## config.mk

```make
export PLATFORM = sky130hd
export DESIGN_NAME = heartbeat_liveness_tracker_unit_flat
export DESIGN_NICKNAME = d
export VERILOG_FILES = /design/src/hw/rtl/hlt_pkg.sv /design/src/hw/rtl/hlt_stream_if.sv /design/src/hw/rtl/hlt_ram.sv /design/src/hw/rtl/hlt_ctrl.sv /design/src/hw/rtl/hlt_dp.sv /design/src/hw/rtl/heartbeat_liveness_tracker_unit.sv /design/src/flat_wrapper.sv
export SDC_FILE = /design/constraint.sdc
export NUM_CORES = 1
export LEC_CHECK = 0
export ABC_CLOCK_PERIOD_IN_PS = 1800
export BUFFER_PORTS_ARGS = -buffer_cell sky130_fd_sc_hd__buf_2
export CORE_UTILIZATION = 39
export CTS_BUF_LIST = sky130_fd_sc_hd__clkbuf_16
export CTS_CLUSTER_DIAMETER = 60
export CTS_CLUSTER_SIZE = 24
export DETAILED_ROUTE_END_ITERATION = 7
export GPL_TIMING_DRIVEN = 0
export PLACE_DENSITY = 0.77
export REMOVE_ABC_BUFFERS = 1
export SYNTH_ARGS = -nofsm -noshare
export SYNTH_HDL_FRONTEND = slang
export SYNTH_SLANG_ARGS = --single-unit
```

## constraint.sdc

```tcl
create_clock -name clk -period 1.8 [get_ports clk]
set_input_delay 0.27 -clock clk [delete_from_list [all_inputs] [get_ports clk]]
set_output_delay 0.27 -clock clk [all_outputs]
set_load 0.03 [all_outputs]
```

## src/hw/rtl/hlt_pkg.sv

```systemverilog
package hlt_pkg;

	localparam int HLT_NODE_SLOTS = 16;

	localparam int CFG_W = 31;
	localparam int CFG_IDX_W = 1;
	localparam logic [CFG_IDX_W-1:0] CFG_SUSPECT = 1'b0;
	localparam logic [CFG_IDX_W-1:0] CFG_OFFLINE = 1'b1;
	localparam logic [CFG_W-1:0] SUSPECT_RESET = 31'd15000;
	localparam logic [CFG_W-1:0] OFFLINE_RESET = 31'd30000;

	localparam logic [3:0] OP_ADD = 4'd0;
	localparam logic [3:0] OP_START = 4'd1;
	localparam logic [3:0] OP_STOP = 4'd2;
	localparam logic [3:0] OP_TICK = 4'd3;
	localparam logic [3:0] OP_HANDSHAKE = 4'd4;
	localparam logic [3:0] OP_HEARTBEAT = 4'd5;
	localparam logic [3:0] OP_DOWN = 4'd6;
	localparam logic [3:0] OP_QUERY = 4'd7;
	localparam logic [3:0] OP_ROUTES = 4'd8;

	localparam logic [2:0] ST_CONNECTING = 3'd0;
	localparam logic [2:0] ST_ONLINE = 3'd1;
	localparam logic [2:0] ST_SUSPECT = 3'd2;
	localparam logic [2:0] ST_OFFLINE = 3'd3;
	localparam logic [2:0] ST_REMOVED = 3'd4;

	localparam logic [2:0] REACH_OK = 3'd0;
	localparam logic [2:0] REACH_NOT_FOUND = 3'd1;
	localparam logic [2:0] REACH_SUSPECT = 3'd2;
	localparam logic [2:0] REACH_OFFLINE = 3'd3;
	localparam logic [2:0] REACH_REMOVED = 3'd4;

	typedef struct packed {
		logic [3:0] operation;
		logic [3:0] node_slot;
		logic [63:0] peer_epoch;
		logic [31:0] time_now;
	} request_t;

	typedef struct packed {
		logic node_known;
		logic [2:0] node_state_out;
		logic [2:0] reach_status;
		logic [4:0] change_count;
		logic routes_flush;
		logic routes_accepted;
	} result_t;

	typedef struct packed {
		logic [2:0] state;
		logic [31:0] connect_time;
		logic [31:0] heartbeat_time;
		logic [63:0] slot_epoch;
	} slot_word_t;

	typedef enum logic [2:0] {
		S_IDLE,
		S_READ,
		S_UPDATE,
		S_SWEEP,
		S_FETCH,
		S_REPORT
	} ctl_state_t;

	typedef struct packed {
		logic latch;
		logic update;
		logic sweep;
		logic report;
	} ctl_cmd_t;

	typedef struct packed {
		logic sweep_req;
		logic sweep_done;
		logic out_free;
	} dp_status_t;

	function automatic logic [2:0] reach_of(input logic known, input logic [2:0] st);
		logic [2:0] r;
		if (!known) begin
			r = REACH_NOT_FOUND;
		end else begin
			case (st) inside
				ST_CONNECTING, ST_ONLINE: r = REACH_OK;
				ST_SUSPECT: r = REACH_SUSPECT;
				ST_REMOVED: r = REACH_REMOVED;
				default: r = REACH_OFFLINE;
			endcase
		end
		return r;
	endfunction

endpackage

```

## src/hw/rtl/hlt_stream_if.sv

```systemverilog
interface hlt_stream_if #(parameter type word_t = logic);
	logic valid;
	logic ready;
	word_t data;

	modport source(output valid, output data, input ready);
	modport sink(input valid, input data, output ready);
endinterface

```

## src/hw/rtl/hlt_ram.sv

```systemverilog
module hlt_ram #(
	parameter int WIDTH = 8,
	parameter int DEPTH = 16
) (
	input logic clk,
	input logic we,
	input logic [(DEPTH > 1 ? $clog2(DEPTH) : 1)-1:0] waddr,
	input logic [WIDTH-1:0] wdata,
	input logic [(DEPTH > 1 ? $clog2(DEPTH) : 1)-1:0] raddr,
	output logic [WIDTH-1:0] rdata
);
	logic [WIDTH-1:0] mem [DEPTH];
	logic [WIDTH-1:0] rdata_q;

	always_ff @(posedge clk) begin
		if (we) begin
			mem[waddr] <= wdata;
		end
		rdata_q <= mem[raddr];
	end

	assign rdata = rdata_q;
endmodule

```

## src/hw/rtl/hlt_ctrl.sv

```systemverilog
module hlt_ctrl (
	input logic clk,
	input logic arst_n,
	input logic in_valid,
	output logic in_ready,
	input hlt_pkg::dp_status_t status,
	output hlt_pkg::ctl_cmd_t cmd
);
	import hlt_pkg::*;

	ctl_state_t state_q;
	ctl_state_t state_d;

	always_ff @(posedge clk or negedge arst_n) begin
		if (!arst_n) begin
			state_q <= S_IDLE;
		end else begin
			state_q <= state_d;
		end
	end

	always_comb begin
		state_d = state_q;
		cmd = '0;
		in_ready = 1'b0;
		unique case (state_q)
			S_IDLE: begin
				in_ready = 1'b1;
				if (in_valid) begin
					cmd.latch = 1'b1;
					state_d = status.sweep_req ? S_SWEEP : S_READ;
				end
			end
			S_READ: begin
				state_d = S_UPDATE;
			end
			S_UPDATE: begin
				cmd.update = 1'b1;
				state_d = S_FETCH;
			end
			S_SWEEP: begin
				cmd.sweep = 1'b1;
				if (status.sweep_done) begin
					state_d = S_FETCH;
				end
			end
			S_FETCH: begin
				state_d = S_REPORT;
			end
			S_REPORT: begin
				if (status.out_free) begin
					cmd.report = 1'b1;
					state_d = S_IDLE;
				end
			end
			default: begin
				state_d = S_IDLE;
			end
		endcase
	end
endmodule

```

## src/hw/rtl/hlt_dp.sv

```systemverilog
module hlt_dp #(
	parameter int NODE_SLOTS = 16
) (
	input logic clk,
	input logic arst_n,
	input logic cfg_we,
	input logic [hlt_pkg::CFG_IDX_W-1:0] cfg_index,
	input logic [hlt_pkg::CFG_W-1:0] cfg_data,
	input hlt_pkg::request_t req_data,
	input hlt_pkg::ctl_cmd_t cmd,
	output hlt_pkg::dp_status_t status,
	output logic out_valid,
	output hlt_pkg::result_t out_data,
	input logic out_ready
);
	import hlt_pkg::*;

	localparam int ADDR_W = NODE_SLOTS > 1 ? $clog2(NODE_SLOTS) : 1;
	localparam int CNT_W = $clog2(NODE_SLOTS + 1);
	localparam int WORD_W = $bits(slot_word_t);

	logic [3:0] op_q;
	logic [3:0] slot_q;
	logic [63:0] epoch_q;
	logic [31:0] time_q;

	logic [CFG_W-1:0] suspect_q;
	logic [CFG_W-1:0] offline_q;
	logic running_q;
	logic [NODE_SLOTS-1:0] valid_q;
	logic [CNT_W-1:0] rd_cnt_q;
	logic proc_s1;
	logic [ADDR_W-1:0] proc_idx_s1;
	logic [4:0] change_q;
	logic flush_q;
	logic accepted_q;
	logic out_valid_q;
	result_t out_data_q;

	logic [ADDR_W+3:0] slot_ext;
	logic [ADDR_W-1:0] slot_addr;
	logic in_table;
	logic known;

	logic ram_we;
	logic [ADDR_W-1:0] ram_waddr;
	logic [ADDR_W-1:0] ram_raddr;
	logic [WORD_W-1:0] ram_wdata;
	logic [WORD_W-1:0] ram_rdata;
	slot_word_t rd_word;

	logic [31:0] stamp;
	logic [CFG_W-1:0] limit;
	logic [31:0] elapsed;
	logic fire;
	logic proc_valid;
	logic [2:0] tick_state;
	logic tick_change;
	logic sweep_we;
	slot_word_t sweep_word;
	logic sweep_active;

	slot_word_t upd_word;
	logic upd_we;
	logic upd_flush;
	logic upd_accept;
	logic upd_start;
	result_t result;

	assign slot_ext = (ADDR_W + 4)'(slot_q);
	assign slot_addr = slot_ext[ADDR_W-1:0];
	assign in_table = slot_ext < (ADDR_W + 4)'(NODE_SLOTS);
	assign known = in_table && valid_q[slot_addr];
	assign rd_word = slot_word_t'(ram_rdata);

	assign sweep_active = rd_cnt_q < CNT_W'(NODE_SLOTS);

	// One subtract and compare serves all three timeouts of a slot.
	always_comb begin
		stamp = (rd_word.state == ST_CONNECTING) ? rd_word.connect_time : rd_word.heartbeat_time;
		limit = (rd_word.state == ST_ONLINE) ? suspect_q : offline_q;
		elapsed = time_q - stamp;
		fire = !elapsed[31] && (elapsed > {1'b0, limit});
		proc_valid = valid_q[proc_idx_s1];
		tick_state = rd_word.state;
		case (rd_word.state)
			ST_CONNECTING: tick_state = fire ? ST_OFFLINE : ST_CONNECTING;
			ST_ONLINE: tick_state = fire ? ST_SUSPECT : ST_ONLINE;
			ST_SUSPECT: tick_state = fire ? ST_OFFLINE : ST_SUSPECT;
			default: tick_state = rd_word.state;
		endcase
		tick_change = (op_q == OP_TICK) && proc_valid && (tick_state != rd_word.state);
		sweep_we = cmd.sweep && proc_s1 && proc_valid && ((op_q == OP_STOP) || tick_change);
		sweep_word = rd_word;
		sweep_word.state = (op_q == OP_STOP) ? ST_REMOVED : tick_state;
	end

	always_comb begin
		upd_word = rd_word;
		upd_we = 1'b0;
		upd_flush = 1'b0;
		upd_accept = 1'b0;
		upd_start = 1'b0;
		case (op_q)
			OP_ADD: begin
				upd_we = in_table;
				upd_word.state = ST_CONNECTING;
				upd_word.connect_time = time_q;
				upd_word.heartbeat_time = '0;
				upd_word.slot_epoch = '0;
			end
			OP_START: begin
				upd_start = 1'b1;
			end
			OP_HANDSHAKE: begin
				upd_we = known;
				upd_flush = known && (rd_word.slot_epoch != epoch_q);
				upd_word.state = ST_ONLINE;
				upd_word.heartbeat_time = time_q;
				upd_word.slot_epoch = epoch_q;
			end
			OP_HEARTBEAT: begin
				upd_we = known;
				if (rd_word.state == ST_SUSPECT || rd_word.state == ST_OFFLINE) begin
					upd_word.state = ST_ONLINE;
				end
				upd_word.heartbeat_time = time_q;
			end
			OP_DOWN: begin
				upd_we = known;
				upd_flush = known;
				upd_word.state = ST_OFFLINE;
			end
			OP_ROUTES: begin
				upd_accept = known && (rd_word.slot_epoch == epoch_q);
			end
			default: begin
				upd_we = 1'b0;
			end
		endcase
	end

	assign ram_we = sweep_we || (cmd.update && upd_we);
	assign ram_waddr = cmd.sweep ? proc_idx_s1 : slot_addr;
	assign ram_wdata = cmd.sweep ? WORD_W'(sweep_word) : WORD_W'(upd_word);
	assign ram_raddr = cmd.sweep ? rd_cnt_q[ADDR_W-1:0] : slot_addr;

	hlt_ram #(
		.WIDTH(WORD_W),
		.DEPTH(NODE_SLOTS)
	) u_slot_ram (
		.clk(clk),
		.we(ram_we),
		.waddr(ram_waddr),
		.wdata(ram_wdata),
		.raddr(ram_raddr),
		.rdata(ram_rdata)
	);

	always_comb begin
		result.node_known = known;
		result.node_state_out = known ? rd_word.state : '0;
		result.reach_status = reach_of(known, rd_word.state);
		result.change_count = change_q;
		result.routes_flush = flush_q;
		result.routes_accepted = accepted_q;
	end

	always_ff @(posedge clk) begin
		if (cmd.latch) begin
			op_q <= req_data.operation;
			slot_q <= req_data.node_slot;
			epoch_q <= req_data.peer_epoch;
			time_q <= req_data.time_now;
		end
		if (cmd.report) begin
			out_data_q <= result;
		end
	end

	always_ff @(posedge clk or negedge arst_n) begin
		if (!arst_n) begin
			suspect_q <= SUSPECT_RESET;
			offline_q <= OFFLINE_RESET;
			running_q <= 1'b0;
			valid_q <= '0;
			rd_cnt_q <= '0;
			proc_s1 <= 1'b0;
			proc_idx_s1 <= '0;
			change_q <= '0;
			flush_q <= 1'b0;
			accepted_q <= 1'b0;
			out_valid_q <= 1'b0;
		end else begin
			if (cfg_we) begin
				unique case (cfg_index)
					CFG_SUSPECT: suspect_q <= cfg_data;
					CFG_OFFLINE: offline_q <= cfg_data;
					default: suspect_q <= suspect_q;
				endcase
			end
			if (cmd.latch) begin
				rd_cnt_q <= '0;
				proc_s1 <= 1'b0;
				change_q <= '0;
				flush_q <= 1'b0;
				accepted_q <= 1'b0;
			end
			if (cmd.sweep) begin
				if (op_q == OP_STOP) begin
					running_q <= 1'b0;
				end
				if (sweep_active) begin
					proc_s1 <= 1'b1;
					proc_idx_s1 <= rd_cnt_q[ADDR_W-1:0];
					rd_cnt_q <= rd_cnt_q + CNT_W'(1);
				end else begin
					proc_s1 <= 1'b0;
				end
				if (proc_s1 && tick_change) begin
					change_q <= change_q + 5'd1;
				end
			end
			if (cmd.update) begin
				if (upd_start) begin
					running_q <= 1'b1;
				end
				if (op_q == OP_ADD && in_table) begin
					valid_q[slot_addr] <= 1'b1;
				end
				flush_q <= upd_flush;
				accepted_q <= upd_accept;
			end
			if (cmd.report) begin
				out_valid_q <= 1'b1;
			end else if (out_ready) begin
				out_valid_q <= 1'b0;
			end
		end
	end

	assign status.sweep_req = running_q
		&& (req_data.operation == OP_TICK || req_data.operation == OP_STOP);
	assign status.sweep_done = !sweep_active && !proc_s1;
	assign status.out_free = !out_valid_q || out_ready;

	assign out_valid = out_valid_q;
	assign out_data = out_data_q;
endmodule

```

## src/hw/rtl/heartbeat_liveness_tracker_unit.sv

```systemverilog
// Heartbeat failure detector over NODE_SLOTS peer slots. The block takes one request word at a
// time and returns exactly one result word for it. An add, start, query, handshake, heartbeat,
// peer down or routes check goes through the read, update, fetch and report states to the
// result register. A tick or a stop while running sweeps every slot through the slot memory,
// one slot per cycle. The next request is accepted while a finished result still waits in the
// output register. Slot valid bits are cleared at reset, so there is no clearing pass. The
// user must write timeout registers through the cfg port while idle; the block does not check.
module heartbeat_liveness_tracker_unit #(
	parameter int NODE_SLOTS = hlt_pkg::HLT_NODE_SLOTS
) (
	input logic clk,
	input logic arst_n,
	hlt_stream_if.sink request,
	hlt_stream_if.source response,
	input logic cfg_we,
	input logic [hlt_pkg::CFG_IDX_W-1:0] cfg_index,
	input logic [hlt_pkg::CFG_W-1:0] cfg_data
);
	import hlt_pkg::*;

	ctl_cmd_t cmd;
	dp_status_t status;
	logic in_ready;
	logic out_valid;
	result_t out_data;

	hlt_ctrl u_ctrl (
		.clk(clk),
		.arst_n(arst_n),
		.in_valid(request.valid),
		.in_ready(in_ready),
		.status(status),
		.cmd(cmd)
	);

	hlt_dp #(
		.NODE_SLOTS(NODE_SLOTS)
	) u_dp (
		.clk(clk),
		.arst_n(arst_n),
		.cfg_we(cfg_we),
		.cfg_index(cfg_index),
		.cfg_data(cfg_data),
		.req_data(request.data),
		.cmd(cmd),
		.status(status),
		.out_valid(out_valid),
		.out_data(out_data),
		.out_ready(response.ready)
	);

	assign request.ready = in_ready;
	assign response.valid = out_valid;
	assign response.data = out_data;

	a_one_at_a_time: assert property (@(posedge clk) disable iff (!arst_n)
		(request.valid && request.ready) |=> !request.ready)
		else $error("A second word was accepted while one is in work.");

	a_result_from_report: assert property (@(posedge clk) disable iff (!arst_n)
		$rose(response.valid) |-> $past(cmd.report))
		else $error("A result appeared without a report command.");

	a_no_overwrite: assert property (@(posedge clk) disable iff (!arst_n)
		cmd.report |-> (!response.valid || response.ready))
		else $error("A waiting result was overwritten.");

	a_exclusive_cmds: assert property (@(posedge clk) disable iff (!arst_n)
		!(cmd.sweep && cmd.update))
		else $error("Sweep and single-slot update were issued together.");
endmodule
```

## src/flat_wrapper.sv

```systemverilog
// flat-port wrapper written by rule: the top's interface ports become plain ports
module heartbeat_liveness_tracker_unit_flat import hlt_pkg::*;
#(
	parameter int NODE_SLOTS = hlt_pkg::HLT_NODE_SLOTS
)
  (clk, arst_n, cfg_we, cfg_index, cfg_data, request_valid, request_data, request_ready, response_valid, response_data, response_ready);
  hlt_stream_if request_i ();
  hlt_stream_if response_i ();
  input logic clk;
  input logic arst_n;
  input logic cfg_we;
  input logic [hlt_pkg::CFG_IDX_W-1:0] cfg_index;
  input logic [hlt_pkg::CFG_W-1:0] cfg_data;
  input wire logic [$bits(request_i.valid)-1:0] request_valid;
  input wire logic [$bits(request_i.data)-1:0] request_data;
  output wire logic [$bits(request_i.ready)-1:0] request_ready;
  output wire logic [$bits(response_i.valid)-1:0] response_valid;
  output wire logic [$bits(response_i.data)-1:0] response_data;
  input wire logic [$bits(response_i.ready)-1:0] response_ready;
  assign request_i.valid = request_valid;
  assign request_i.data = request_data;
  assign request_ready = request_i.ready;
  assign response_valid = response_i.valid;
  assign response_data = response_i.data;
  assign response_i.ready = response_ready;
  heartbeat_liveness_tracker_unit #(.NODE_SLOTS(NODE_SLOTS)) u_core (.clk(clk), .arst_n(arst_n), .request(request_i), .response(response_i), .cfg_we(cfg_we), .cfg_index(cfg_index), .cfg_data(cfg_data));
endmodule
```

# == Yosys cells after proc, flatten, opt, wreduce, memory -nomap -nowiden ==
# Cells that the tools add are included.
# word_totals
register_bits,12
inputBits,38
wordCells,46
# op_classes
addsub,1
order_cmp,1
n_eq_ne,8
muxes,20
n_reduce_logical,10
# op_table
operator,count
$pmux 3 s6,1
$mux 5,3
$mux 1,13
$mux 3,3
$eq 3x2->1 const B,2
$eq 3x3->1 const B,2
$reduce_bool 2->1,3
$add 5x1->5 const B,1
$lt 5x5->1 const B,1
$ne 2x1->1 const B,2
$eq 3x1->1 const B,1
$logic_not 1->1,3
$logic_not 3->1,1
$reduce_and 3->1,1
$ne 2x2->1 const B,1
$logic_and 1x1->1,1
$logic_or 1x1->1,1

# == Longest topological paths before layout ==
# logic_depth
word_depth,5
mapped_depth,4
ltp_nobuf,4

# == Cells and area by module ==
# Synthesis repeated with hierarchy kept, for this count alone.
# hier_totals
hier_cells,4573
area_unflattened_um2,94391.8
# by_module_without_submodules
module,n_inst,cells_per_inst,area_per_inst_um2,seq_area_each_um2
hlt_ram,1,3419,81336.8,65562.9
hlt_dp,1,1132,12857.3,5988.2
hlt_ctrl,1,21,193.9,75.1
heartbeat_liveness_tracker_unit,1,1,3.8,0.0

# == Worst setup path after synthesis ==
# No wires, ideal clock.
# synth_timing
path_type,register -> output
start,register u_core.u_ctrl.state_q[0]
end,output request_ready
arrival_time_ns,1.236
setup_slack_ns,0.294
stages_incl_launch_ff,3
cell_sequence,dfrtp_1 buf_2 nor3_1
# synth_between
elab_chain_len,2
# synth_lines
item,line_no,rtl
from (decl),hlt_ctrl.sv:11,ctl_state_t state_q;
from (signal assigned),hlt_ctrl.sv:18,state_q <= state_d;
$logic_not 3->1,hlt_ctrl.sv:26,unique case (state_q)
$mux 1,hlt_ctrl.sv:26,
to (decl),flat_wrapper.sv:16,output wire logic [$bits(request_i.ready)-1:0] request_ready;
# No other way between the ends.

# == Worst setup path after layout ==
# Ends and elaborated chain as after synthesis.

==> qor.log <==
INFO  placed_design  postPlaceCellArea=583um^2
INFO  worst_setup_path worst_r2r_endpoint=u_core.u_dp.rd_cnt_q[3]$_DFF_PN0_
INFO  grt            grt_usage=15.2%
INFO  die            die_height=40.4um
INFO  logic_synthesis syn-mean-instance-area=10.4um^2
INFO  worst_setup_path worst_setup_path_end_kind=output port
INFO  cells_and_area layout.cells.non_filler=75
INFO  grt            grt_max_degree=12
INFO  logic_synthesis netlist_top_cells_area=sky130_fd_sc_hd__dfrtp_1 44%, sky130_fd_sc_hd__nand2_1 5.2%, sky130_fd_sc_hd__nand4bb_4 4.8%, sky130_fd_sc_hd__buf_6 3.9%, sky130_fd_sc_hd__nand3_1 3.5%
INFO  pwr            post-layout-total-power=1.12mW
INFO  grt            grt_overflow_total=0
INFO  placed_design  routabilityCongestion=0.708
INFO  worst_setup_path required=1.53ns
INFO  timing         max_freq=0.694GHz
INFO  cells_and_area finalInstanceArea=668um^2
INFO  worst_setup_path worstReg2RegStart=u_core.u_ctrl.state_q[0]$_DFFE_PN0P_
INFO  job            max_cap_violations=0
INFO  worst_setup_path timing.critical_path.arrival=1.17ns
INFO  clocking       clock_latency=0.23ns
INFO  die            fp.coreArea=1330um^2
INFO  timing         period_share=80.1%
INFO  timing         finish_stage_setup_viols=0
INFO  cells_and_area fill_cells=128
INFO  logic_synthesis top_area_cell_type_share_of_the_netlist_area=43.6%
INFO  cells_and_area final_util=50.1%
INFO  worst_setup_path setup.worst_path.start=u_core.u_ctrl.state_q[0]$_DFFE_PN0P_
INFO  placed_design  detailedPlacementHpwl=730um
INFO  timing         slew_violations=0
INFO  timing         rsz0062_at_grt=false
INFO  drt            drt-total-wl=969um
INFO  pwr            leakagePower=0.301nW
INFO  logic_synthesis yosys_warnings=0
INFO  timing         final_hold_viol_count=0
INFO  grt            grt_pass1_wl=1520um
INFO  die            floorplan.initialDensity=43.1%
INFO  run_status     status=completed
INFO  die            die_width=40.4um
INFO  die            die_area=1630um^2
INFO  logic_synthesis synth_cell_type_count=30
INFO  logic_synthesis syn_area=574um^2
INFO  die            floorplan.rows=13
INFO  grt            grt_antenna_before_repair=0
INFO  worst_hold_path holdCritStartpoint=response_ready
INFO  clocking       tritoncts_buffer_count=3
INFO  cells_and_area mostFrequentLayoutCells=10 x sky130_fd_sc_hd__dfrtp_1, 8 x sky130_fd_sc_hd__nand2_1, 5 x sky130_fd_sc_hd__buf_2
INFO  clocking       clk_path_buf_depth=2
INFO  clocking       cts.sink_count=10
INFO  clocking       clock-root-buffer=sky130_fd_sc_hd__clkbuf_16
INFO  worst_setup_path launching_element_type_of_the_critical_path=flop
INFO  drt            vias=403
INFO  cells_and_area mostFrequentLayoutCell=sky130_fd_sc_hd__dfrtp_1
INFO  logic_synthesis netlist_instances=55
INFO  drt            detailedRoute.firstPassIterationCount=2
INFO  timing         clock_skew=0.000776ns
INFO  logic_synthesis seq_cells_post_synth=10
INFO  logic_synthesis ys_seq_area_share=43.6%
INFO  cells_and_area antennaDiodeCount=0
INFO  pwr            p_per_area=1670nW/um^2
INFO  worst_setup_path reg2reg_setup_slack=0.37ns
INFO  drt            avgViaCountPerCell=5.37
INFO  drt            drt_first_iter_violations=1
INFO  drt            route.detailed.drc=0
INFO  cells_and_area fin_nets=101
INFO  logic_synthesis netlist.top_cell.by_area=sky130_fd_sc_hd__dfrtp_1
INFO  worst_setup_path critical_path.max_fanout=11
INFO  cells_and_area share_of_final_layout_standard_cells_stronger_than_drive_strength_1=26.7%
INFO  cells_and_area syn2layout_area_growth=16.3%
INFO  worst_setup_path crit_end=request_ready
INFO  drt            detail-route-antenna-nets=0
INFO  clocking       cts_tree=done
INFO  clocking       clkSlewWorstSetupHoldPaths=0.04ns
INFO  timing         layout_setup_ws=0.359ns
INFO  placed_design  dp.cells=71
INFO  grt            grt_pass1_vias=364
INFO  worst_setup_path setup.worst_path.class=flop to output port
INFO  placed_design  preCtsSetupSlack=0.381ns
INFO  clocking       cts_setup_buffers=0
INFO  worst_hold_path min_path_type=input pin to flop
INFO  pwr            vdd.ir_drop.worst=0.845mV
INFO  timing         final.setup.tns=0ns
INFO  drt            wire_per_inst=12.9um
INFO  placed_design  numPortBuffers=5
INFO  die            ios=41
INFO  clocking       htreeDepth=1
INFO  worst_setup_path worst_reg_to_reg_cells=3
INFO  timing         finalHoldWorstSlack=0.351ns
INFO  timing         min_period=1.44ns
## cell families after synthesis
| kind of cell | Yosys count | share of synthesized area (%) |
|---|---|---|
| AND/OR/NAND/NOR | 26 | 31.6 |
| AO/OA/AOI/OAI | 10 | 13.1 |
| flip-flops | 10 | 43.6 |
| buffers and inverters | 6 | 7.41 |
| XOR/XNOR | 1 | 1.53 |
| adder cells (fa/ha/maj) | 1 | 2.18 |
| other | 1 | 0.653 |
## worst max-delay path: stages, from the launching register on
cell	delay, ns
sky130_fd_sc_hd__dfrtp_1	0.50
sky130_fd_sc_hd__nor3_1	0.22
sky130_fd_sc_hd__buf_2	0.22
## report_power, final
part           internal (mW)  switching (mW)
registers              0.289           0.125
clock network          0.287          0.0931
logic                  0.155           0.168
## synthesized netlist by cell type
library cell and number:
sky130_fd_sc_hd__a21oi_1 1, sky130_fd_sc_hd__a2bb2oi_1 1, sky130_fd_sc_hd__a311oi_1 1, sky130_fd_sc_hd__a31o_2 1, sky130_fd_sc_hd__a31oi_1 1, sky130_fd_sc_hd__and3b_1 1, sky130_fd_sc_hd__and4bb_1 1, sky130_fd_sc_hd__buf_2 1
sky130_fd_sc_hd__buf_4 1, sky130_fd_sc_hd__buf_6 2, sky130_fd_sc_hd__conb_1 1, sky130_fd_sc_hd__dfrtp_1 10, sky130_fd_sc_hd__ha_1 1, sky130_fd_sc_hd__inv_1 2, sky130_fd_sc_hd__nand2_1 8, sky130_fd_sc_hd__nand3_1 4
sky130_fd_sc_hd__nand3_2 2, sky130_fd_sc_hd__nand4bb_4 1, sky130_fd_sc_hd__nor2_1 2, sky130_fd_sc_hd__nor2b_1 2, sky130_fd_sc_hd__nor2b_2 1, sky130_fd_sc_hd__nor3_1 1, sky130_fd_sc_hd__o211ai_2 1, sky130_fd_sc_hd__o21ai_1 2
sky130_fd_sc_hd__o21ai_2 1, sky130_fd_sc_hd__o22ai_1 1, sky130_fd_sc_hd__or3_1 1, sky130_fd_sc_hd__or3b_1 1, sky130_fd_sc_hd__or4b_4 1, sky130_fd_sc_hd__xnor2_1 1
## per-layer routing
metal | routed length, um | global-route usage (%) | up-vias
met1 | 444 | 18.3 | 192
met4 | 19 | 5.00 | 0
met5 | 0 | 0 | -
li1 | - | - | 203
met2 | 461 | 22.6 | 6
met3 | 44 | 8.33 | 2
## sequential cells by signal, summed over array words and instances, names as in the netlist
name	flops
u_core.u_dp.out_valid	1
u_core.u_dp.proc_s1	1
u_core.u_ctrl.state_q	3
u_core.u_dp.rd_cnt_q	5
## final cells by class
type                            count  area (um^2)  share of cell area, %
Clock buffer                        3         75.1                   11.2
Inverter                            2         7.51                   1.12
Sequential cell                    10          250                   37.5
Tap cell                           15         18.8                   2.81
Multi-Input combinational cell     39          282                   42.1
Timing Repair Buffer                6         35.0                   5.24
## how the worst min path moves through the flow
stage | endpoint | slack (ns) | cells after the start
6_report | u_core.u_ctrl.state_q[2]$_DFFE_PN0P_ | 0.35 | 4
5_1_grt | u_core.u_ctrl.state_q[2]$_DFFE_PN0P_ | 0.40 | 4
3_5_place_dp | u_core.u_dp.rd_cnt_q[1]$_DFF_PN0_ | 0.14 | 1
3_3_place_gp | u_core.u_dp.rd_cnt_q[0]$_DFF_PN0_ | 0.14 | 1
4_1_cts | u_core.u_ctrl.state_q[2]$_DFFE_PN0P_ | 0.35 | 4
2_1_floorplan | u_core.u_ctrl.state_q[0]$_DFFE_PN0P_ | -0.03 | 0
## repair_timing
action | in CTS | in global routing
hold endpoints to repair | 10 | 0
hold buffers | 1 | 0
gates resized for setup | 0 | 0
(Power assumes the default switching activity.)
